--- src/sv/ssc_pkg.sv ---
// Shared constants, types and helper functions for the Shell sort block.
package ssc_pkg;

	localparam int CAPACITY = 64;
	localparam int KEY_W    = 31;
	localparam int COUNT_W  = 32;
	// Positions 0..CAPACITY.
	localparam int IDX_W    = $clog2(CAPACITY + 1);
	// RAM holds positions 1..CAPACITY at address position-1.
	localparam int ADDR_W   = $clog2(CAPACITY);
	// Largest gap reached while growing is below 3*CAPACITY.
	localparam int GAP_W    = $clog2(3 * CAPACITY);
	// Reciprocal of 3, exact for every gap value below 2**(GAP_W+1).
	localparam int DIV3_SH  = GAP_W + 2;
	localparam int DIV3_MUL = (1 << DIV3_SH) / 3 + 1;
	localparam int PROD_W   = GAP_W + DIV3_SH;

	typedef logic [KEY_W-1:0]   key_t;
	typedef logic [COUNT_W-1:0] count_t;
	typedef logic [IDX_W-1:0]   idx_t;
	typedef logic [ADDR_W-1:0]  addr_t;
	typedef logic [GAP_W-1:0]   gap_t;

	typedef struct packed {
		logic  we;
		addr_t waddr;
		key_t  wdata;
		addr_t raddr;
	} ssc_mem_req_t;

	typedef struct packed {
		key_t   key;
		logic   end_of_run;
		count_t compare_count;
		count_t move_count;
		logic   overflowed;
	} ssc_beat_t;

	function automatic gap_t div3(input gap_t x);
		logic [PROD_W-1:0] prod;
		prod = PROD_W'(x) * PROD_W'(DIV3_MUL);
		return prod[DIV3_SH +: GAP_W];
	endfunction

	function automatic count_t sat_inc(input count_t x);
		return (x == '1) ? x : x + count_t'(1);
	endfunction

endpackage

--- src/sv/ssc_if.sv ---
// Valid/ready channel interfaces for key beats and result beats.
interface ssc_key_if import ssc_pkg::*; ();
	logic valid;
	logic ready;
	key_t key;
	logic last;

	modport source (output valid, output key, output last, input ready);
	modport sink (input valid, input key, input last, output ready);
endinterface

interface ssc_result_if import ssc_pkg::*; ();
	logic   valid;
	logic   ready;
	key_t   sorted_key;
	logic   end_of_run;
	count_t compare_count;
	count_t move_count;
	logic   overflowed;

	modport source (output valid, output sorted_key, output end_of_run,
		output compare_count, output move_count, output overflowed, input ready);
	modport sink (input valid, input sorted_key, input end_of_run,
		input compare_count, input move_count, input overflowed, output ready);
endinterface

--- src/sv/shell_sort_with_counts_core.sv ---
// Top level of the Shell sort block with comparison and move counting.
//
// Keys load one beat per cycle into a key store of CAPACITY entries; the
// beat marked last starts an ascending Shell sort on Knuth gaps
// (1, 4, 13, 40, ...) that walks the store through one registered read
// port and one write port, with one compare unit under a small sequencer.
// Keys that arrive with the store full are dropped and the set is flagged
// as overflowed. While sorting and emitting, the key channel is not ready.
// Steps per set of n keys: the gap is grown a step at a time, and each pass
// opens with a gap division; each position of a pass is read, captured and
// compared, with one more compare step per key shifted by the gap; when the
// walk hits the low bound, a placement step takes the place of the final
// compare. Each result beat is read and then emitted, and emitting waits
// while the output register is full. Every result beat carries the
// saturating 32-bit compare and move counts of the sort. Results pass
// through an output register, so the sequencer keeps going while one beat
// waits to be taken.
module shell_sort_with_counts_core import ssc_pkg::*; (
	input  logic          clk,
	input  logic          arst_n,
	ssc_key_if.sink       keys,
	ssc_result_if.source  results
);

	ssc_mem_req_t mem_req;
	key_t         rdata;
	logic         push;
	logic         slot_free;
	ssc_beat_t    beat;

	logic         out_valid_q;
	ssc_beat_t    out_beat_q;

	ssc_ram u_ram (
		.clk   (clk),
		.req   (mem_req),
		.rdata (rdata)
	);

	ssc_engine u_engine (
		.clk       (clk),
		.arst_n    (arst_n),
		.key_valid (keys.valid),
		.key_ready (keys.ready),
		.key       (keys.key),
		.key_last  (keys.last),
		.mem_req   (mem_req),
		.rdata     (rdata),
		.slot_free (slot_free),
		.push      (push),
		.beat      (beat)
	);

	// output register: free when empty or being drained this cycle
	assign slot_free = !out_valid_q || results.ready;

	always_ff @(posedge clk or negedge arst_n) begin
		if (!arst_n) begin
			out_valid_q <= 1'b0;
		end else if (push) begin
			out_valid_q <= 1'b1;
		end else if (results.ready) begin
			out_valid_q <= 1'b0;
		end
	end

	// counts are captured per beat, so a new set may start sorting
	// while the last beat of the previous set still waits
	always_ff @(posedge clk) begin
		if (push) begin
			out_beat_q <= beat;
		end
	end

	assign results.valid         = out_valid_q;
	assign results.sorted_key    = out_beat_q.key;
	assign results.end_of_run    = out_beat_q.end_of_run;
	assign results.compare_count = out_beat_q.compare_count;
	assign results.move_count    = out_beat_q.move_count;
	assign results.overflowed    = out_beat_q.overflowed;

endmodule

--- src/sv/ssc_ram.sv ---
// Key store: one write port, one registered read port.
module ssc_ram import ssc_pkg::*; (
	input  logic         clk,
	input  ssc_mem_req_t req,
	output key_t         rdata
);

	key_t mem_q [CAPACITY];

	always_ff @(posedge clk) begin
		if (req.we) begin
			mem_q[req.waddr] <= req.wdata;
		end
		rdata <= mem_q[req.raddr];
	end

endmodule

--- src/sv/ssc_engine.sv ---
// Sequencer: key load, Shell sort passes with counting, sorted read-out.
module ssc_engine import ssc_pkg::*; (
	input  logic         clk,
	input  logic         arst_n,
	input  logic         key_valid,
	output logic         key_ready,
	input  key_t         key,
	input  logic         key_last,
	output ssc_mem_req_t mem_req,
	input  key_t         rdata,
	input  logic         slot_free,
	output logic         push,
	output ssc_beat_t    beat
);

	localparam logic [3:0] ST_LOAD    = 4'd0;
	localparam logic [3:0] ST_GROW    = 4'd1;
	localparam logic [3:0] ST_PASS    = 4'd2;
	localparam logic [3:0] ST_RDV     = 4'd3;
	localparam logic [3:0] ST_GETV    = 4'd4;
	localparam logic [3:0] ST_CMP     = 4'd5;
	localparam logic [3:0] ST_PLACE   = 4'd6;
	localparam logic [3:0] ST_EMIT_RD = 4'd7;
	localparam logic [3:0] ST_EMIT    = 4'd8;

	logic [3:0] state_q;
	idx_t       fill_q;
	logic       drop_q;
	count_t     cmp_q;
	count_t     mov_q;
	gap_t       h_q;
	idx_t       i_q;
	idx_t       j_q;
	idx_t       k_q;
	key_t       v_q;

	logic [GAP_W+1:0] h_grow;
	gap_t             h_div;
	idx_t             h_idx;
	idx_t             j_next;
	key_t             cmp_key;
	logic             shift;
	logic             pass_end;
	logic             emit_end;
	logic             load_acc;

	assign key_ready = (state_q == ST_LOAD);
	assign load_acc  = key_valid && key_ready;
	assign h_grow    = (GAP_W+2)'({h_q, 1'b0}) + (GAP_W+2)'(h_q) + (GAP_W+2)'(1);
	assign h_div     = div3(h_q);
	assign h_idx     = h_q[IDX_W-1:0];
	assign j_next    = j_q - h_idx;
	// position 0 is the zero sentinel
	assign cmp_key   = (j_q == h_idx) ? '0 : rdata;
	assign shift     = (cmp_key > v_q);
	assign pass_end  = (i_q == fill_q);
	assign emit_end  = (k_q == fill_q - idx_t'(1));
	assign push      = (state_q == ST_EMIT) && slot_free;

	always_comb begin
		beat.key           = rdata;
		beat.end_of_run    = emit_end;
		beat.compare_count = cmp_q;
		beat.move_count    = mov_q;
		beat.overflowed    = drop_q;
	end

	always_comb begin
		mem_req.we    = 1'b0;
		mem_req.waddr = fill_q[ADDR_W-1:0];
		mem_req.wdata = key;
		mem_req.raddr = k_q[ADDR_W-1:0];
		unique case (state_q)
			ST_LOAD: begin
				mem_req.we = load_acc && (fill_q != idx_t'(CAPACITY));
			end
			ST_RDV: begin
				mem_req.raddr = ADDR_W'(i_q - idx_t'(1));
			end
			ST_GETV: begin
				mem_req.raddr = ADDR_W'(j_q - h_idx - idx_t'(1));
			end
			ST_CMP: begin
				mem_req.we    = 1'b1;
				mem_req.waddr = ADDR_W'(j_q - idx_t'(1));
				mem_req.wdata = shift ? cmp_key : v_q;
				mem_req.raddr = ADDR_W'(j_next - h_idx - idx_t'(1));
			end
			ST_PLACE: begin
				mem_req.we    = 1'b1;
				mem_req.waddr = ADDR_W'(j_q - idx_t'(1));
				mem_req.wdata = v_q;
			end
			default: begin
			end
		endcase
	end

	always_ff @(posedge clk or negedge arst_n) begin
		if (!arst_n) begin
			state_q <= ST_LOAD;
			fill_q  <= '0;
			drop_q  <= 1'b0;
			cmp_q   <= '0;
			mov_q   <= '0;
			h_q     <= gap_t'(1);
			i_q     <= '0;
			j_q     <= '0;
			k_q     <= '0;
		end else begin
			unique case (state_q)
				ST_LOAD: begin
					if (load_acc) begin
						if (fill_q != idx_t'(CAPACITY)) begin
							fill_q <= fill_q + idx_t'(1);
						end else begin
							drop_q <= 1'b1;
						end
						if (key_last) begin
							cmp_q   <= '0;
							mov_q   <= '0;
							h_q     <= gap_t'(1);
							state_q <= ST_GROW;
						end
					end
				end
				ST_GROW: begin
					h_q <= h_grow[GAP_W-1:0];
					if (h_grow >= (GAP_W+2)'(fill_q)) begin
						state_q <= ST_PASS;
					end
				end
				ST_PASS: begin
					h_q     <= h_div;
					i_q     <= h_div[IDX_W-1:0];
					state_q <= ST_RDV;
				end
				ST_RDV: begin
					j_q     <= i_q;
					mov_q   <= sat_inc(mov_q);
					state_q <= ST_GETV;
				end
				ST_GETV: begin
					state_q <= ST_CMP;
				end
				ST_CMP: begin
					cmp_q <= sat_inc(cmp_q);
					mov_q <= sat_inc(mov_q);
					if (shift) begin
						j_q <= j_next;
						if (j_next < h_idx) begin
							state_q <= ST_PLACE;
						end
					end else if (pass_end) begin
						state_q <= (h_q == gap_t'(1)) ? ST_EMIT_RD : ST_PASS;
						k_q     <= '0;
					end else begin
						i_q     <= i_q + idx_t'(1);
						state_q <= ST_RDV;
					end
				end
				ST_PLACE: begin
					cmp_q <= sat_inc(cmp_q);
					mov_q <= sat_inc(mov_q);
					if (pass_end) begin
						state_q <= (h_q == gap_t'(1)) ? ST_EMIT_RD : ST_PASS;
						k_q     <= '0;
					end else begin
						i_q     <= i_q + idx_t'(1);
						state_q <= ST_RDV;
					end
				end
				ST_EMIT_RD: begin
					state_q <= ST_EMIT;
				end
				ST_EMIT: begin
					if (slot_free) begin
						if (emit_end) begin
							fill_q  <= '0;
							drop_q  <= 1'b0;
							state_q <= ST_LOAD;
						end else begin
							k_q     <= k_q + idx_t'(1);
							state_q <= ST_EMIT_RD;
						end
					end
				end
				default: begin
					state_q <= ST_LOAD;
				end
			endcase
		end
	end

	// v is captured the cycle after its read is issued
	always_ff @(posedge clk) begin
		if (state_q == ST_GETV) begin
			v_q <= rdata;
		end
	end

endmodule
--- src/flat_wrapper.sv ---
// flat-port wrapper written by rule: the top's interface ports become plain ports
module shell_sort_with_counts_core_flat import ssc_pkg::*;
  (clk, arst_n, keys_valid, keys_key, keys_last, keys_ready, results_valid, results_sorted_key, results_end_of_run, results_compare_count, results_move_count, results_overflowed, results_ready);
  ssc_key_if keys_i ();
  ssc_result_if results_i ();
  input  logic clk;
  input  logic arst_n;
  input wire logic [$bits(keys_i.valid)-1:0] keys_valid;
  input wire logic [$bits(keys_i.key)-1:0] keys_key;
  input wire logic [$bits(keys_i.last)-1:0] keys_last;
  output wire logic [$bits(keys_i.ready)-1:0] keys_ready;
  output wire logic [$bits(results_i.valid)-1:0] results_valid;
  output wire logic [$bits(results_i.sorted_key)-1:0] results_sorted_key;
  output wire logic [$bits(results_i.end_of_run)-1:0] results_end_of_run;
  output wire logic [$bits(results_i.compare_count)-1:0] results_compare_count;
  output wire logic [$bits(results_i.move_count)-1:0] results_move_count;
  output wire logic [$bits(results_i.overflowed)-1:0] results_overflowed;
  input wire logic [$bits(results_i.ready)-1:0] results_ready;
  assign keys_i.valid = keys_valid;
  assign keys_i.key = keys_key;
  assign keys_i.last = keys_last;
  assign keys_ready = keys_i.ready;
  assign results_valid = results_i.valid;
  assign results_sorted_key = results_i.sorted_key;
  assign results_end_of_run = results_i.end_of_run;
  assign results_compare_count = results_i.compare_count;
  assign results_move_count = results_i.move_count;
  assign results_overflowed = results_i.overflowed;
  assign results_i.ready = results_ready;
  shell_sort_with_counts_core u_core (.clk(clk), .arst_n(arst_n), .keys(keys_i), .results(results_i));
endmodule
--- config.mk ---
export PLATFORM = sky130hd
export DESIGN_NAME = shell_sort_with_counts_core_flat
export DESIGN_NICKNAME = d
export VERILOG_FILES = /design/src/sv/ssc_pkg.sv /design/src/sv/ssc_if.sv /design/src/sv/shell_sort_with_counts_core.sv /design/src/sv/ssc_ram.sv /design/src/sv/ssc_engine.sv /design/src/flat_wrapper.sv
export SDC_FILE = /design/constraint.sdc
export NUM_CORES = 2
export LEC_CHECK = 0
export ABC_AREA = 1
export BUFFER_PORTS_ARGS = -buffer_cell sky130_fd_sc_hd__buf_2
export CORE_MARGIN = 2
export CORE_UTILIZATION = 40
export CTS_BUF_LIST = sky130_fd_sc_hd__clkbuf_16
export CTS_CLUSTER_SIZE = 16
export DETAILED_ROUTE_END_ITERATION = 8
export HOLD_SLACK_MARGIN = 0.03
export PLACE_DENSITY = 0.68
export SYNTH_ARGS = -nofsm -noshare
export SYNTH_HDL_FRONTEND = slang
export SYNTH_SLANG_ARGS = --single-unit
--- constraint.sdc ---
create_clock -name clk -period 5.2 [get_ports clk]
set_input_delay 0 -clock clk [delete_from_list [all_inputs] [get_ports clk]]
set_output_delay 0 -clock clk [all_outputs]
set_load 0.02 [all_outputs]
# Word-level counts from Yosys, hierarchy flattened
# Memories as Yosys holds them, arrays and structs flattened. A register that Yosys moved wholly into a read port is not among the register bits.
# Cells that the tools add are included.
# classes
n_addsub,14
n_mul,1
n_lt_le_gt_ge,3
eq_ne,28
muxes,48
reduce_logical,25
# op_table
cell,n
$mux W32,4
$pmux W32 S2,2
$mux W7,11
$pmux W37 S2,1
$add A32 B1 Y32 const B,2
$eq A32 B32 Y1 const B,2
$mux W31,2
$pmux W7 S3,2
$pmux W4 S9,1
$gt A31 B31 Y1,1
$pmux W7 S2,2
$mux W4,6
$pmux W8 S3,1
$sub A6 B1 Y6 const B,4
$add A7 B1 Y7 const B,3
$eq A7 B7 Y1,3
$ne A2 B2 Y1 const B,10
$pmux W6 S3,1
$eq A4 B3 Y1 const B,4
$mul A8 B8 Y16 const B,1
$mux W8,2
$reduce_and A5 Y1,3
$reduce_and A4 Y1,3
$add A10 B1 Y10 const B,1
26 further kinds,47
# word_totals
register_bits,234
mem_bits_rw,1984
wordCells,136
n_memories,1
# memory_table
name,words,word_bits,read_ports,rd_ports_with_merged_regs,write_ports,line_no,source
u_core.u_ram.mem_q,64,31,1,1,1,ssc_ram.sv:8,key_t mem_q [CAPACITY];

# Depth between registers and ports, before layout
# depth
depth_word,6
mapped_depth,23

# Hierarchy
# Synthesis repeated with hierarchy kept, for this count alone.
# unflattened
cells_unflattened,8485
hier_area_um2,95432.8
# by_module_without_submodules
module,n_inst,cells_per_inst,area_per_inst_um2,seq_area_each_um2
ssc_ram,1,6726,80462.2,60197.7
ssc_engine,1,1657,12012.8,3559.7
shell_sort_with_counts_core,1,102,2957.8,2937.8

# Worst setup path before layout
# Ideal clock, no wire load.
# synth_path
path_type,reg-to-reg
start,register u_core.u_engine.state_q[0]
end,register u_core.u_engine.k_q[3]
setup_ps,127
arrival_ps,5646
path_slack_ps,-573
stages_incl_launch_ff,11
n_path_buf,0
cell_sequence,dfrtp_1 -> nor2_2 -> inv_1 -> nor2_1 -> nand2_1 -> nor2_1 -> nand2_1 -> nand2_1 -> nand2_1 -> inv_1 -> o21ai_0
# synth_via
elab_chain_cells,3
elab_cells_between_ends,9
classes_between,eq/ne (6); mux (1); reduce/logical (2)
# synth_rtl
item,line_no,source
start: declaration,ssc_engine.sv:26,logic [3:0] state_q;
start signal: assignment,ssc_engine.sv:155,state_q <= (h_q == gap_t'(1)) ? ST_EMIT_RD : ST_PASS;
start signal: assignment,ssc_engine.sv:166,state_q <= (h_q == gap_t'(1)) ? ST_EMIT_RD : ST_PASS;
$eq A4 B4 Y1 or $eq A4 B3 Y1 (tied branches),ssc_engine.sv:111,unique case (state_q)
$ne A2 B2 Y1 (no source line) or $reduce_bool A3 Y1 (tied branches),--,
$reduce_and A4 Y1 (no source line),--,
end signal: assignment,ssc_engine.sv:183,k_q <= k_q + idx_t'(1);
end: declaration,ssc_engine.sv:34,idx_t k_q;
# Several ways; a longest one is shown, not always the timed one.
# A chain may end at the register's enable or synchronous reset.

# Worst setup path after layout
# layout_path
start,register u_core.u_engine.h_q[0]
end,"register u_core.u_ram.rdata[1], read port of u_core.u_ram.mem_q"
# layout_via
elab_chain_cells,4
elab_cells_between_ends,5
classes_between,add/sub (4); mux (1)
# layout_rtl
item,line_no,source
start: declaration,ssc_engine.sv:31,gap_t h_q;
start signal: assignment,ssc_engine.sv:106,h_q <= gap_t'(1);
start signal: assignment,ssc_engine.sv:122,h_q <= gap_t'(1);
start signal: assignment,ssc_engine.sv:128,h_q <= h_grow[GAP_W-1:0];
$sub A7 B7 Y7,ssc_engine.sv:81,mem_req.raddr = ADDR_W'(j_q - h_idx - idx_t'(1));
$sub A6 B6 Y6,ssc_engine.sv:87,mem_req.raddr = ADDR_W'(j_next - h_idx - idx_t'(1));
$sub A6 B1 Y6,ssc_engine.sv:87,
$pmux W6 S3 (*),ssc_engine.sv:73,unique case (state_q)
end: declaration,ssc_ram.sv:5,output key_t rdata
# Every way passes the cells marked *; elsewhere a longest branch is shown, timed or not.

==> flow_metrics.py <==
metrics = {
    "cts": {
        "hold_buffers": 36,
        "cts_root_buf": "clkbuf_16",
        "cts_buffers": 218,
        "cts-resized-gates": 0,
        "clkSinkCount": 2249,
        "cts.path.max_buffers": 3,
        "cts.clk_slew.worst_paths_ns": 0.07,
        "htree_levels": 4,
        "cts_tree": "yes",
        "insertion_delay_ns": 0.90,
        "postCtsSetupBuffers": 0,
    },
    "floorplanning": {
        "die_area_um2": 266000,
        "core_area_um2": 262000,
        "start_util_pct": 40.1,
        "num_rows": 188,
        "die_y_um": 516,
        "die_w_um": 516,
        "io_pins": 135,
    },
    "pwr": {
        "p_seq_share_pct": 33.9,
        "intPower_w": 0.0386,
        "leakagePower_nw": 49.9,
        "ir_worst_vdd_mv": 0.518,
        "switching_share_pct": 42.3,
        "clock_power_share_pct": 22.9,
        "power.switching_w": 0.0283,
        "combinationalPowerShare_pct": 43.2,
        "p_per_area_nw_per_um2": 563,
    },
    "route": {
        "wl_met2_mm": 144,
        "wl_per_cell_um": 21.5,
        "top_layer": "met4",
        "routed-wl-met3_mm": 29.3,
        "drt-met1-wl_mm": 123,
        "antenna_left": 0,
        "dr.pass1.iters": 7,
        "first_iter_violations": 9290,
        "drt-total-wl_mm": 308,
        "route.detailed.drc": 0,
        "avgViaCountPerCell": 5.40,
        "num_vias": 77300,
    },
    "worst_setup_path": {
        "startpoint": "u_core.u_engine.h_q[0]",
        "critPathLaunchType": "flip-flop",
        "arrival_ns": 5.70,
        "r2r-start": "u_core.u_engine.h_q[0]",
        "crit_fanout": 31,
        "worstPathRequired_ns": 5.97,
        "crit_type": "reg -> reg",
        "crit_path_end_kind": "flip-flop",
    },
    "timing": {
        "fin_crit_ns": 4.92,
        "skew_ns": 0.0469,
        "rsz0062_at_grt": "false",
        "post-route-period-util_pct": 94.7,
        "fin_tns_setup_ns": 0,
        "relSlewSlack_pct": 26.7,
        "finalHoldViolCount": 0,
        "tightest_slew_ns": 1.10,
        "slew_viol_final": 0,
        "timing.hold.ws_ns": 0.151,
        "setup_viol": 0,
        "fmax_mhz": 203,
    },
    "synth": {
        "syn-cell-area_um2": 105000,
        "avgSynthCellArea_um2": 9.93,
        "synth_cell_type_count": 50,
        "synth_ff_type": "edfxtp_1",
        "ys_seq_area_share_pct": 63.6,
        "synth_seq_cells": 2249,
        "synth_fp_nets": 10700,
        "yosysWarnings": 0,
        "syn_inst": 10600,
        "synth_edf_count": 2112,
        "synthArstFlopShare_pct": 4.71,
    },
    "place": {
        "portBuffers": 134,
        "dpl.hpwl_mm": 177,
        "place_congestion": 0.913,
        "place_area_um2": 112000,
        "place_inst": 13900,
    },
    "global_routing": {
        "grt_util_all_layers_pct": 22.6,
        "antenna_found_initial": 16,
        "grt_pass1_vias": 72100,
        "grt_pass1_wl_mm": 459,
        "grt_overflow": 0,
        "grt_max_degree": 183,
    },
    "cells_and_area": {
        "finish.utilization_pct": 45.5,
        "stdcell_count": 14300,
        "drive_gt1_share_pct": 8.01,
        "syn_to_final_growth_pct": 13.4,
        "design_area_um2": 119000,
        "final_net_count": 10800,
    },
    "min_path": {
        "hold_path.class": "in -> reg",
        "min_from": "results_ready",
    },
    "run": {
        "drv_cap": 0,
    },
    "status": {
        "status": "finished, final reports clean",
    },
}
-- worst max-delay path, stage by stage, from the launching register on --
cell,delay (ns)
dfstp_2,0.52
buf_4,0.21
ha_1,0.18
inv_1,0.07
fa_1,0.40
xnor2_1,0.28
inv_1,0.08
ha_1,0.33
or2_2,0.29
a32oi_1,0.44
nand2_8,0.35
inv_8,0.41
buf_12,0.26
nand3_1,0.10
nand2_1,0.08
nand2_1,0.05
nand3_1,0.29
nand2_1,0.10
nand2_1,0.22
nand2_1,0.10
-- cells in the mapped netlist, drive strengths merged, types with 2 or more instances --
master  number  area, µm²
a211oi       2       15.0
a21oi       61        305
a22oi        3       22.5
a31oi        5       31.3
buf        328       1800
clkbuf     322       1210
dfrtp      105       2630
dfxtp       31        621
edfxtp    2112      63400
fa          15        300
ha         107       1340
inv       2100       7880
nand2     2265       8520
nand3     1564       7830
nand3b       8       60.1
nand4      867       5420
nor2       258        996
nor3        47        235
nor3b        3       22.5
nor4        11       68.8
o211ai       7       52.6
o21a         6       45.0
o21ai      220       1100
o221ai       2       17.5
o22ai       23        144
o31ai        3       22.5
or2         11       68.8
xnor2       16        140
xor2        52        455
-- final cells by class --
cell class	count	area, µm²
fillers	23800	143000
flip-flops and latches	2249	66700
repair buffers	466	4990
clock inverters	190	1420
well taps	3515	4400
diodes	18	45.0
multi-input cells	5566	28000
clock buffers	219	5480
inverters	2100	7900
-- kinds of logic after synthesis --
family / after synthesis / synth area share, %
muxes: 1 / 0.00954
xor gates and xnor gates: 68 / 0.568
adders and majority gates: 122 / 1.56
AOI/OAI and AO/OA: 339 / 1.74
and+or+nand+nor: 5036 / 22.2
buffers and inverters: 2750 / 10.4
DFF: 2249 / 63.6
-- flip-flops by register name (all words and copies together), names as in the netlist --
signal and flops:
u_core.results.valid 1, u_core.results.overflowed 1, u_core.u_engine.v_q 31, u_core.u_engine.k_q 7
u_core.u_engine.fill_q 7, u_core.u_engine.i_q 7, u_core.results.end_of_run 1, u_core.u_engine.mov_q 32
u_core.u_engine.drop_q 1, u_core.results.compare_count 32, u_core.u_engine.h_q 8, u_core.u_ram.rdata 31
u_core.results.sorted_key 31, u_core.u_engine.cmp_q 32, u_core.u_engine.j_q 7, u_core.results.move_count 32
u_core.u_ram.mem_q 1984, u_core.u_engine.state_q 4
-- per-stage QoR --
| stage | power (W) | worst slack, ns |
|---|---|---|
| 3_5_place_dp | 0.0514 | 0.373 |
| 5_1_grt | 0.0705 | 0.103 |
| 4_1_cts | 0.0667 | 0.350 |
| 3_3_place_gp | 0.0512 | 0.478 |
| 6_report | 0.0669 | 0.275 |
| 2_1_floorplan | 0.0409 | 0.409 |
-- layout by cell type, fill, tap and decap left out, drive strengths merged, types with 2 or more instances in the layout --
cell and count:
dfrtp 105, o31ai 3, a31oi 5, o21ai 220, o221ai 2, diode 18
edfxtp 2112, inv 2171, nor3b 3, dfxtp 31, nor4 11, clkbuf 219
nand3 1564, bufinv 14, nand3b 8, or2 11, o22ai 23, nor3 47
clkinv 100, a22oi 3, fa 15, xnor2 16, nand4 867, clkinvlp 5
xor2 52, dlygate4sd3 35, nor2 258, ha 107, a211oi 2, o21a 6
a21oi 61, nand2 2265, o211ai 7, buf 431
-- metal layers --
| layer | global-route usage [%] | vias to the layer above |
|---|---|---|
| met1 | 30.4 | 37300 |
| met5 | 0 | - |
| met4 | 8.35 | 0 |
| met3 | 3.58 | 609 |
| met2 | 36.8 | 4014 |
| li1 | - | 35400 |
-- path summary, 6_finish.rpt --
kind	end	slack [ns]	cells past startpoint
hold reg to reg	u_core.results.move_count[6]	0.48	0
hold / removal	u_core.results.valid	0.15	5
min in group asynchronous	u_core.u_engine.mov_q[0]	0.25	4
max in group asynchronous	u_core.u_engine.i_q[5]	4.27	4
setup reg to reg	u_core.u_ram.rdata[1]	0.28	19
setup / recovery	u_core.u_ram.rdata[1]	0.28	19
-- power groups by stage --
stage | Combinational (W) | Clock (W) | Sequential (W)
global placement | 0.0281 | 0 | 0.0230
global route | 0.0316 | 0.0162 | 0.0227
floorplan | 0.0183 | 0 | 0.0226
detailed placement | 0.0284 | 0 | 0.0230
finish | 0.0289 | 0.0153 | 0.0227
CTS | 0.0285 | 0.0155 | 0.0226
Note: power is estimated with default switching activity, not from simulation.
